==> config.mk <==
export PLATFORM = sky130hd
export DESIGN_NAME = pi_position_controller
export DESIGN_NICKNAME = d
export VERILOG_FILES = /design/src/rtl/pipc_pkg.sv /design/src/rtl/pipc_cfg_regs.sv /design/src/rtl/pipc_datapath.sv /design/src/rtl/pipc_seq.sv /design/src/rtl/pi_position_controller.sv
export VERILOG_INCLUDE_DIRS = /design/src /design/src/rtl
export SDC_FILE = /design/constraint.sdc
export NUM_CORES = 2
export LEC_CHECK = 0
export ABC_AREA = 0
export BUFFER_PORTS_ARGS = -buffer_cell sky130_fd_sc_hd__buf_2
export CAP_MARGIN = 40
export CORE_UTILIZATION = 60
export DETAILED_ROUTE_END_ITERATION = 10
export HOLD_SLACK_MARGIN = 0.02
export PLACE_DENSITY = 0.8
export SETUP_SLACK_MARGIN = 0.15
export SYNTH_ARGS = -nofsm -noshare
export SYNTH_HDL_FRONTEND = slang
export SYNTH_HIERARCHICAL = 1
export SYNTH_SLANG_ARGS = --single-unit
==> constraint.sdc <==
create_clock -name clk -period 9.6 [get_ports clk]
set_input_delay 0.48 -clock clk [delete_from_list [all_inputs] [get_ports clk]]
set_output_delay 0.48 -clock clk [all_outputs]
set_load 0.02 [all_outputs]
==> src/rtl/pi_position_controller_macros.svh <==
// ---------------------------------------------------------------------------
// PI position controller assertion macros
// Shared concurrent assertion forms for the controller RTL.
// ---------------------------------------------------------------------------
`ifndef PI_POSITION_CONTROLLER_MACROS_SVH
`define PI_POSITION_CONTROLLER_MACROS_SVH

// Same-cycle implication, disabled while reset is asserted
`define PIPC_ASSERT_IMP(lbl, clk, rstn, ante, cons, msg) \
	lbl: assert property (@(posedge clk) disable iff (!(rstn)) (ante) |-> (cons)) \
		else $error(msg);

// Next-cycle implication, disabled while reset is asserted
`define PIPC_ASSERT_NXT(lbl, clk, rstn, ante, cons, msg) \
	lbl: assert property (@(posedge clk) disable iff (!(rstn)) (ante) |=> (cons)) \
		else $error(msg);

`endif

==> src/rtl/pipc_pkg.sv <==
// ---------------------------------------------------------------------------
// pipc_pkg
// Types and constants shared by the PI position controller modules.
// ---------------------------------------------------------------------------
`timescale 1ns / 1ps

package pipc_pkg;

	// Fixed-point layout
	localparam int unsigned FRAC_BITS = 16;
	localparam int unsigned DATA_W    = 32;
	localparam int unsigned PERIOD_W  = 17;
	localparam int unsigned ERR_W     = DATA_W + 1;
	localparam int unsigned PROD_W    = 2 * ERR_W;
	localparam int unsigned SUM_W     = 51;
	localparam int unsigned IDX_W     = 3;

	// Register indexes
	localparam logic [IDX_W-1:0] REG_PROP_GAIN   = 3'd0;
	localparam logic [IDX_W-1:0] REG_INTEG_GAIN  = 3'd1;
	localparam logic [IDX_W-1:0] REG_TICK_PERIOD = 3'd2;
	localparam logic [IDX_W-1:0] REG_INTEG_LOW   = 3'd3;
	localparam logic [IDX_W-1:0] REG_INTEG_HIGH  = 3'd4;
	localparam logic [IDX_W-1:0] REG_DRIVE_LOW   = 3'd5;
	localparam logic [IDX_W-1:0] REG_DRIVE_HIGH  = 3'd6;

	localparam logic [PERIOD_W-1:0] PERIOD_RESET = 17'd65;

	// Sequencer states
	typedef enum logic [2:0] {
		S_IDLE,
		S_MUL_T,
		S_ACC_I,
		S_CLP_I,
		S_MUL_P,
		S_MUL_K,
		S_ADD_U,
		S_CLP_U
	} state_t;

	// Multiplier operand selection
	typedef enum logic [1:0] {
		MSEL_PERIOD,
		MSEL_PROP,
		MSEL_INTEG
	} mul_sel_t;

	// Adder operand selection
	typedef enum logic [1:0] {
		ASEL_INTEG,
		ASEL_PTERM,
		ASEL_DRIVE
	} add_sel_t;

	// Clamp bound selection
	typedef enum logic {
		CSEL_INTEG,
		CSEL_DRIVE
	} clamp_sel_t;

	// Datapath control from the sequencer
	typedef struct packed {
		logic       err_en;
		logic       mul_en;
		mul_sel_t   mul_sel;
		logic       add_en;
		add_sel_t   add_sel;
		clamp_sel_t clamp_sel;
		logic       integ_en;
		logic       drive_en;
	} ctrl_t;

	// Configuration register contents
	typedef struct packed {
		logic signed [DATA_W-1:0] prop_gain;
		logic signed [DATA_W-1:0] integ_gain;
		logic [PERIOD_W-1:0]      tick_period;
		logic signed [DATA_W-1:0] integ_low;
		logic signed [DATA_W-1:0] integ_high;
		logic signed [DATA_W-1:0] drive_low;
		logic signed [DATA_W-1:0] drive_high;
	} cfg_t;

endpackage

==> src/rtl/pipc_cfg_regs.sv <==
// ---------------------------------------------------------------------------
// pipc_cfg_regs
// Configuration register file: gains, tick period and clamp bounds.
// ---------------------------------------------------------------------------
`timescale 1ns / 1ps

module pipc_cfg_regs
	import pipc_pkg::*;
(
	input  logic              clk,
	input  logic              arst_n,
	input  logic              cfg_we,
	input  logic [IDX_W-1:0]  cfg_index,
	input  logic [DATA_W-1:0] cfg_data,
	output cfg_t              cfg
);

	cfg_t cfg_q;

	// Write the addressed register, drop writes beyond the list
	always_ff @(posedge clk or negedge arst_n) begin
		if (!arst_n) begin
			cfg_q.prop_gain   <= '0;
			cfg_q.integ_gain  <= '0;
			cfg_q.tick_period <= PERIOD_RESET;
			cfg_q.integ_low   <= '0;
			cfg_q.integ_high  <= '0;
			cfg_q.drive_low   <= '0;
			cfg_q.drive_high  <= '0;
		end else if (cfg_we) begin
			case (cfg_index)
				REG_PROP_GAIN:   cfg_q.prop_gain   <= signed'(cfg_data);
				REG_INTEG_GAIN:  cfg_q.integ_gain  <= signed'(cfg_data);
				REG_TICK_PERIOD: cfg_q.tick_period <= cfg_data[PERIOD_W-1:0];
				REG_INTEG_LOW:   cfg_q.integ_low   <= signed'(cfg_data);
				REG_INTEG_HIGH:  cfg_q.integ_high  <= signed'(cfg_data);
				REG_DRIVE_LOW:   cfg_q.drive_low   <= signed'(cfg_data);
				REG_DRIVE_HIGH:  cfg_q.drive_high  <= signed'(cfg_data);
				default: begin
				end
			endcase
		end
	end

	assign cfg = cfg_q;

endmodule

==> src/rtl/pipc_datapath.sv <==
// ---------------------------------------------------------------------------
// pipc_datapath
// Shared multiplier, adder and clamp unit with the controller's registers.
// ---------------------------------------------------------------------------
`timescale 1ns / 1ps

module pipc_datapath
	import pipc_pkg::*;
(
	input  logic                     clk,
	input  logic                     arst_n,
	input  ctrl_t                    ctrl,
	input  cfg_t                     cfg,
	input  logic signed [DATA_W-1:0] target_pos,
	input  logic signed [DATA_W-1:0] measured_pos,
	output logic signed [DATA_W-1:0] drive
);

	logic signed [ERR_W-1:0]  err_q;
	logic signed [PROD_W-1:0] prod_q;
	logic signed [SUM_W-1:0]  sum_q;
	logic signed [DATA_W-1:0] integral_q;
	logic signed [DATA_W-1:0] drive_q;

	logic signed [ERR_W-1:0]  err_d;
	logic signed [ERR_W-1:0]  mul_a;
	logic signed [ERR_W-1:0]  mul_b;
	logic signed [PROD_W-1:0] prod_d;
	logic signed [PROD_W-1:0] prod_sh;
	logic signed [SUM_W-1:0]  add_a;
	logic signed [SUM_W-1:0]  add_b;
	logic signed [SUM_W-1:0]  sum_d;
	logic signed [SUM_W-1:0]  lo_x;
	logic signed [SUM_W-1:0]  hi_x;
	logic signed [SUM_W-1:0]  clip_hi;
	logic signed [SUM_W-1:0]  clip_lo;

	// Position error at full precision
	assign err_d = ERR_W'(target_pos) - ERR_W'(measured_pos);

	// Pick multiplier operands
	always_comb begin
		case (ctrl.mul_sel)
			MSEL_PERIOD: begin
				mul_a = err_q;
				mul_b = signed'({{(ERR_W - PERIOD_W){1'b0}}, cfg.tick_period});
			end
			MSEL_PROP: begin
				mul_a = err_q;
				mul_b = ERR_W'(cfg.prop_gain);
			end
			MSEL_INTEG: begin
				mul_a = ERR_W'(integral_q);
				mul_b = ERR_W'(cfg.integ_gain);
			end
			default: begin
				mul_a = err_q;
				mul_b = '0;
			end
		endcase
	end

	assign prod_d = PROD_W'(mul_a) * PROD_W'(mul_b);

	// Drop the fraction of the last product, rounding toward minus infinity
	assign prod_sh = prod_q >>> FRAC_BITS;
	assign add_b   = signed'(prod_sh[SUM_W-1:0]);

	// Pick adder operand
	always_comb begin
		case (ctrl.add_sel)
			ASEL_INTEG: add_a = SUM_W'(integral_q);
			ASEL_PTERM: add_a = '0;
			ASEL_DRIVE: add_a = sum_q;
			default:    add_a = '0;
		endcase
	end

	assign sum_d = add_a + add_b;

	// Clamp the sum: upper bound first, then lower bound
	always_comb begin
		if (ctrl.clamp_sel == CSEL_INTEG) begin
			lo_x = SUM_W'(cfg.integ_low);
			hi_x = SUM_W'(cfg.integ_high);
		end else begin
			lo_x = SUM_W'(cfg.drive_low);
			hi_x = SUM_W'(cfg.drive_high);
		end
		clip_hi = (sum_q > hi_x) ? hi_x : sum_q;
		clip_lo = (clip_hi < lo_x) ? lo_x : clip_hi;
	end

	// Hold the working registers
	always_ff @(posedge clk) begin
		if (ctrl.err_en) begin
			err_q <= err_d;
		end
		if (ctrl.mul_en) begin
			prod_q <= prod_d;
		end
		if (ctrl.add_en) begin
			sum_q <= sum_d;
		end
		if (ctrl.drive_en) begin
			drive_q <= signed'(clip_lo[DATA_W-1:0]);
		end
	end

	// Integral state
	always_ff @(posedge clk or negedge arst_n) begin
		if (!arst_n) begin
			integral_q <= '0;
		end else if (ctrl.integ_en) begin
			integral_q <= signed'(clip_lo[DATA_W-1:0]);
		end
	end

	assign drive = drive_q;

endmodule

==> src/rtl/pipc_seq.sv <==
// ---------------------------------------------------------------------------
// pipc_seq
// Sequencer that steps the shared datapath through one control tick.
// ---------------------------------------------------------------------------
`timescale 1ns / 1ps

`include "pi_position_controller_macros.svh"

module pipc_seq
	import pipc_pkg::*;
(
	input  logic  clk,
	input  logic  arst_n,
	input  logic  in_valid,
	output logic  in_stall,
	output logic  out_valid,
	input  logic  out_stall,
	output ctrl_t ctrl
);

	state_t state_q;
	state_t state_d;
	logic   out_valid_q;
	logic   out_blocked;

	// Result register still holds an untaken transaction
	assign out_blocked = out_valid_q && out_stall;

	// Next state
	always_comb begin
		state_d = state_q;
		case (state_q)
			S_IDLE:  if (in_valid) state_d = S_MUL_T;
			S_MUL_T: state_d = S_ACC_I;
			S_ACC_I: state_d = S_CLP_I;
			S_CLP_I: state_d = S_MUL_P;
			S_MUL_P: state_d = S_MUL_K;
			S_MUL_K: state_d = S_ADD_U;
			S_ADD_U: state_d = S_CLP_U;
			S_CLP_U: if (!out_blocked) state_d = S_IDLE;
			default: state_d = S_IDLE;
		endcase
	end

	// Datapath control
	always_comb begin
		ctrl = '{
			err_en:    1'b0,
			mul_en:    1'b0,
			mul_sel:   MSEL_PERIOD,
			add_en:    1'b0,
			add_sel:   ASEL_INTEG,
			clamp_sel: CSEL_INTEG,
			integ_en:  1'b0,
			drive_en:  1'b0
		};
		case (state_q)
			S_IDLE: begin
				ctrl.err_en = in_valid;
			end
			S_MUL_T: begin
				ctrl.mul_en  = 1'b1;
				ctrl.mul_sel = MSEL_PERIOD;
			end
			S_ACC_I: begin
				ctrl.add_en  = 1'b1;
				ctrl.add_sel = ASEL_INTEG;
			end
			S_CLP_I: begin
				ctrl.clamp_sel = CSEL_INTEG;
				ctrl.integ_en  = 1'b1;
			end
			S_MUL_P: begin
				ctrl.mul_en  = 1'b1;
				ctrl.mul_sel = MSEL_PROP;
			end
			S_MUL_K: begin
				ctrl.mul_en  = 1'b1;
				ctrl.mul_sel = MSEL_INTEG;
				ctrl.add_en  = 1'b1;
				ctrl.add_sel = ASEL_PTERM;
			end
			S_ADD_U: begin
				ctrl.add_en  = 1'b1;
				ctrl.add_sel = ASEL_DRIVE;
			end
			S_CLP_U: begin
				ctrl.clamp_sel = CSEL_DRIVE;
				ctrl.drive_en  = !out_blocked;
			end
			default: begin
			end
		endcase
	end

	// State and result-valid registers
	always_ff @(posedge clk or negedge arst_n) begin
		if (!arst_n) begin
			state_q     <= S_IDLE;
			out_valid_q <= 1'b0;
		end else begin
			state_q <= state_d;
			if (ctrl.drive_en) begin
				out_valid_q <= 1'b1;
			end else if (out_valid_q && !out_stall) begin
				out_valid_q <= 1'b0;
			end
		end
	end

	assign in_stall  = (state_q != S_IDLE);
	assign out_valid = out_valid_q;

	`PIPC_ASSERT_NXT(a_accept_starts, clk, arst_n, in_valid && !in_stall, state_q == S_MUL_T, "accepted transaction did not start the multiply")
	`PIPC_ASSERT_NXT(a_drive_posts, clk, arst_n, ctrl.drive_en, out_valid, "drive update did not raise result valid")
	`PIPC_ASSERT_IMP(a_no_overwrite, clk, arst_n, out_valid && out_stall, !ctrl.drive_en, "drive overwritten while result stalled")
	`PIPC_ASSERT_IMP(a_one_write, clk, arst_n, 1'b1, $onehot0({ctrl.err_en, ctrl.integ_en, ctrl.drive_en}), "more than one state write in a cycle")

endmodule

==> src/rtl/pi_position_controller.sv <==
// ---------------------------------------------------------------------------
// pi_position_controller
// PI position controller with integrator clamp, signed Q16.16 throughout.
// ---------------------------------------------------------------------------
//
//  channel  signals                              direction
//  input    in_valid/in_stall, target_pos,       in  (stall out)
//           measured_pos
//  output   out_valid/out_stall, drive           out (stall in)
//  config   cfg_we, cfg_index, cfg_data          in, write only
//
//  The accept cycle loads the error, then seven sequencer steps share one 33x33
//  multiplier, one 51-bit adder and one clamp.
//  in_stall is high from the cycle after acceptance until the sequencer is idle.
//  A stalled result holds the final clamp step; a new transaction is taken while
//  an earlier result waits. Reset clears the integral and the config registers.
// ---------------------------------------------------------------------------
`timescale 1ns / 1ps

module pi_position_controller
	import pipc_pkg::*;
(
	input  logic                     clk,
	input  logic                     arst_n,
	input  logic                     in_valid,
	output logic                     in_stall,
	input  logic signed [DATA_W-1:0] target_pos,
	input  logic signed [DATA_W-1:0] measured_pos,
	output logic                     out_valid,
	input  logic                     out_stall,
	output logic signed [DATA_W-1:0] drive,
	input  logic                     cfg_we,
	input  logic [IDX_W-1:0]         cfg_index,
	input  logic [DATA_W-1:0]        cfg_data
);

	cfg_t  cfg;
	ctrl_t ctrl;

	// Configuration registers
	pipc_cfg_regs u_cfg_regs (
		.clk       (clk),
		.arst_n    (arst_n),
		.cfg_we    (cfg_we),
		.cfg_index (cfg_index),
		.cfg_data  (cfg_data),
		.cfg       (cfg)
	);

	// Tick sequencer
	pipc_seq u_seq (
		.clk       (clk),
		.arst_n    (arst_n),
		.in_valid  (in_valid),
		.in_stall  (in_stall),
		.out_valid (out_valid),
		.out_stall (out_stall),
		.ctrl      (ctrl)
	);

	// Shared arithmetic
	pipc_datapath u_datapath (
		.clk          (clk),
		.arst_n       (arst_n),
		.ctrl         (ctrl),
		.cfg          (cfg),
		.target_pos   (target_pos),
		.measured_pos (measured_pos),
		.drive        (drive)
	);

endmodule

Yosys cells after proc, flatten, opt, wreduce, memory -nomap -nowiden
Cells that the tools add are included.
W data, S select, Z words.
- $lt $le $gt $ge: 2
- reductions and logical operators: 18
- $add $sub $neg: 2
- equality and inequality tests: 18
- multiplexer cells: 18
- $mul: 1
- operators by type and width (kind ; number):
    $mux W51 ; 3
    $pmux W51 S2 ; 1
    $pmux W33 S3 ; 1
    $mul A33 B33 Y66 ; 1
    $add A51 B50 Y51 ; 1
    $gt A51 B51 Y1 ; 1
    $lt A51 B51 Y1 ; 1
    $mux W33 ; 1
    $sub A32 B32 Y33 ; 1
    $mux W32 ; 1
    $pmux W3 S8 ; 1
    $eq A3 B3 Y1 const B ; 7
    $pmux W3 S3 ; 2
    $reduce_and A2 Y1 ; 8
    $eq A3 B2 Y1 const B ; 4
    $eq A3 B1 Y1 const B ; 2
    $logic_not A3 Y1 ; 2
    $mux W1 ; 6
    $mux W3 ; 2
    $eq A2 B2 Y1 const B ; 2
    $logic_not A2 Y1 ; 2
    $ne A2 B2 Y1 const B ; 2
    $reduce_bool A3 Y1 ; 1
    $eq A2 B1 Y1 const B ; 1
    3 further kinds ; 5
- input bits: 104
- flip-flop bits (word level): 427

Longest topological paths before layout
- word-level depth: 7
- gate-level depth with buffers: 38
- mapped depth without buffers: 34

Cells and area by module
The synthesis kept the hierarchy.
- modules (own cells, without submodules) (module ; area each (sq um) ; cells an instance ; instances):
    pipc_datapath ; 53067.1 ; 5774 ; 1
    pipc_cfg_regs ; 7861.3 ; 451 ; 1
    pipc_seq ; 327.8 ; 33 ; 1

Worst setup path before layout
No wires, ideal clock.
- path kind: register -> register
- start: register u_seq.state_q[1]
- end: register u_datapath.prod_q[62], data pin
- clock period less this slack: 9356 ps
- data arrival time: 9097 ps
- library setup time: 259 ps
- slack: 244 ps
- buffers on the path: 5
- stages on the path, launching flop included: 34
- cells stage by stage: dfrtp_1 inv_1 ha_1 and2_2 nor2b_1 buf_2 clkbuf_1 nand2_1 nand2_1 clkbuf_1 buf_1 nand2_1 fa_1 fa_1 fa_1 inv_1 fa_1 fa_1 fa_1 fa_1 inv_1 fa_1 inv_1 ha_1 clkbuf_1 a21o_1 a21o_1 a21o_1 a21o_1 a221o_1 o21ai_1 a21oi_1 a21oi_1 xnor2_1
- RTL lines (what ; line ; source):
    start: declaration ; pipc_seq.sv:21 ; state_t state_q;
    start signal: assignment ; pipc_seq.sv:102 ; state_q <= state_d;
    end signal: assignment ; pipc_datapath.sv:100 ; prod_q <= prod_d;
    end: declaration ; pipc_datapath.sv:20 ; logic signed [PROD_W-1:0] prod_q;

==> flow_summary.ini <==
[setup_path]
cp-end-kind = register
worstPathMaxFanout = 29
critPathMostFrequentCell = fa_1
crit_type = register to register
cp.required_ns = 9.92
cp_slowest_cell = a22oi_1
critPathMaxStageDelay_ns = 0.72
cp-start-kind = register
worstPathArrival_ns = 9.54
r2r_setup_slack_ns = 0.39

[place]
place_ws_ns = -0.0820
dp_hpwl_um = 154000
numPortBuffers = 137
place_congestion = 1.03
placed_cells = 7783

[yosys]
synthArstFlopShare_pct = 59.6
ys_seq_elements = 411
ys_warn_count = 6
syn_area_um2 = 61300
postSynthCellCount = 6258
ys_seq_area_share_pct = 18.2
ys_types = 84
avgSynthCellArea_um2 = 9.79
synth_ff_type = dfrtp_1
synth_edf_count = 166
syn-num-nets = 7907

[sta]
final_hold_viol_count = 0
post-route-period-util_pct = 96.0
tns_ns = 0
setup_ws_ns = 0.387
fin_crit_ns = 9.21
slew_viol_final = 0
setup_viol = 0
fin_worst_skew_ns = 0.0290
worst_slew_pin_slew_ns = 0.923
rsz0062_at_grt = true
timing.slew.headroom_pct = 38.5
fmax_mhz = 109

[global_route]
grt_pass1_vias = 49500
antenna_found_initial = 5
grt_pass1_wl_um = 290000
globalRouteOverflowTotal = 0
grt_max_degree = 107
grtUsageTotal_pct = 37.6

[route]
avgRoutedWirePerCell_um = 24.0
drc = 0
drt_iter0_markers = 4276
via_count = 46800
drt-pass1-iter-count = 6
routed_via_density = 5.93
drtAntennaViolNets = 0
wirelength_um = 190000

[worst_hold_path]
hold_class = input port to register

[cts]
htreeDepth = 2
cts_sinks = 411
clk_path_buf_depth = 3
clockRootBuffer = clkbuf_16
clkSlewWorstSetupHoldPaths_ns = 0.06
cts_tree = yes
cts-buffers-inserted = 41
clkLatencyLatePin_ns = 0.58

[floorplan]
dieArea_um2 = 103000
die_x_um = 322
fp.dieH_um = 322
rows = 116
ios = 138
core_um2 = 101000
initial_utilization_pct = 60.9

[layout]
nFillCells = 7718
drive_gt1_share_pct = 13.0
syn2layout_area_growth_pct = 10.3
final_cells = 7888
ff_latch_area_um2 = 11100
multiInputGateArea_um2 = 44800
final_net_count = 8147

[job]
maxCapViolCount = 0

[status]
status = finished, final reports clean
-- final cells by class --
| type | instances | area share (%) |
|---|---|---|
| inverters | 1248 | 6.94 |
| clock inverters | 14 | 0.170 |
| repair buffers | 458 | 5.70 |
| multi-input cells | 4338 | 66.4 |
| diodes | 2 | 0.00741 |
| flip-flops and latches | 411 | 16.5 |
| well taps | 1357 | 2.51 |
| clock buffers | 60 | 1.82 |
-- repair_timing --
action | in CTS | in global routing
pin swaps | 1 | 9
gates resized for setup | 11 | 73
cloned | 0 | 6
hold buffers | 1 | 0
setup buffers | 1 | 20
endpoints found under the hold margin | 104 | 0
endpoints found under the setup margin | 12 | 23
-- placed cells by master (no fill, tap or decap), drive strengths merged, types with 9 or more instances in the layout --
cell type,count
and2,9
a22o,15
nor2b,20
o211ai,10
xor2,47
edfxtp,166
dfrtp,243
a21o,131
clkbuf,66
and3,12
nand4,39
a31oi,11
mux2i,174
nor2,746
ha,399
nand2,658
fa,1146
nand2b,45
o31ai,12
or3,9
buf,451
nand3,29
a22oi,16
inv,1247
clkinv,14
o21ai,84
o21bai,22
xnor2,89
o21a,37
a21oi,199
a221oi,10
a211oi,13
nor3,20
mux2,243
-- logic make-up after synthesis --
family / synth area share (%)
simple gates: 10.9
fa+ha+maj: 45.6
buf+inv: 9.45
compound gates: 6.66
mux: 7.32
flops: 18.2
xor+xnor: 1.94
-- Yosys cell counts (39+ instances only) --
master	number	share of area (%)
a21o_1	131	1.6
a21oi_1	199	1.6
clkbuf_1	213	1.3
dfrtp_1	243	9.9
edfxtp_1	166	8.1
fa_1	1146	37
ha_1	399	8.1
inv_1	1247	7.6
mux2_2	206	3.8
mux2i_1	174	2.8
nand2_1	658	4.0
nand2b_1	44	0.45
nand4_1	39	0.40
nor2_1	745	4.6
o21ai_0	68	0.56
xnor2_1	89	1.3
xor2_1	47	0.67
-- per-layer routing --
layer  routed length [um]  part of all wire, %  track usage, %
met4                15400                  8.1            24.5
met5                   22                0.012               0
met1                67400                   36            47.1
met2                86400                   46            58.7
met3                20400                   11            8.75
-- path summary, 6_finish.rpt --
path,from,cells after the start,endpoint
setup reg to reg,u_seq/state_q[0]$_DFFE_PN0P_,33,u_datapath/prod_q[52]$_DFFE_PP_
min in group asynchronous,arst_n,2,u_cfg_regs/cfg[112]$_DFFE_PN0P_
hold reg to reg,u_cfg_regs/cfg[187]$_DFFE_PN0P_,1,u_cfg_regs/cfg[187]$_DFFE_PN0P_
max in group asynchronous,arst_n,6,u_cfg_regs/cfg[128]$_DFFE_PN1P_
hold / removal,cfg_data[14],2,u_cfg_regs/cfg[191]$_DFFE_PN0P_
setup / recovery,u_seq/state_q[0]$_DFFE_PN0P_,33,u_datapath/prod_q[52]$_DFFE_PP_
-- state kept, by name (all words and copies together), names as in the netlist --
name	count
u_datapath/sum_q	51
u_seq/out_valid	1
u_datapath/drive	32
u_datapath/integral_q	32
u_datapath/err_q	33
u_datapath/prod_q	50
u_cfg_regs/cfg	209
u_seq/state_q	3
-- metrics by stage --
step | hold WS, ns | area, um2 | util [%]
finish | 0.246 | 67600 | 67.2
floorplan | 0.184 | 61300 | -
global route | 0.236 | 67600 | 67.2
CTS | 0.231 | 66900 | 66.5
global placement | 0.467 | 65400 | 65.0
detailed placement | 0.476 | 65500 | 65.1
-- worst max-delay path: cells and delay by family, from the launching register on --
kind	cells	cell delay, ns
buf+inv	8	0.74
simple gates	4	0.53
xor+xnor	1	0.14
compound gates	10	2.62
fa+ha+maj	10	4.54
flops	1	0.38
Power is not shown: default switching activity piles up to over one toggle a cycle in this logic, so the estimate is an artifact.
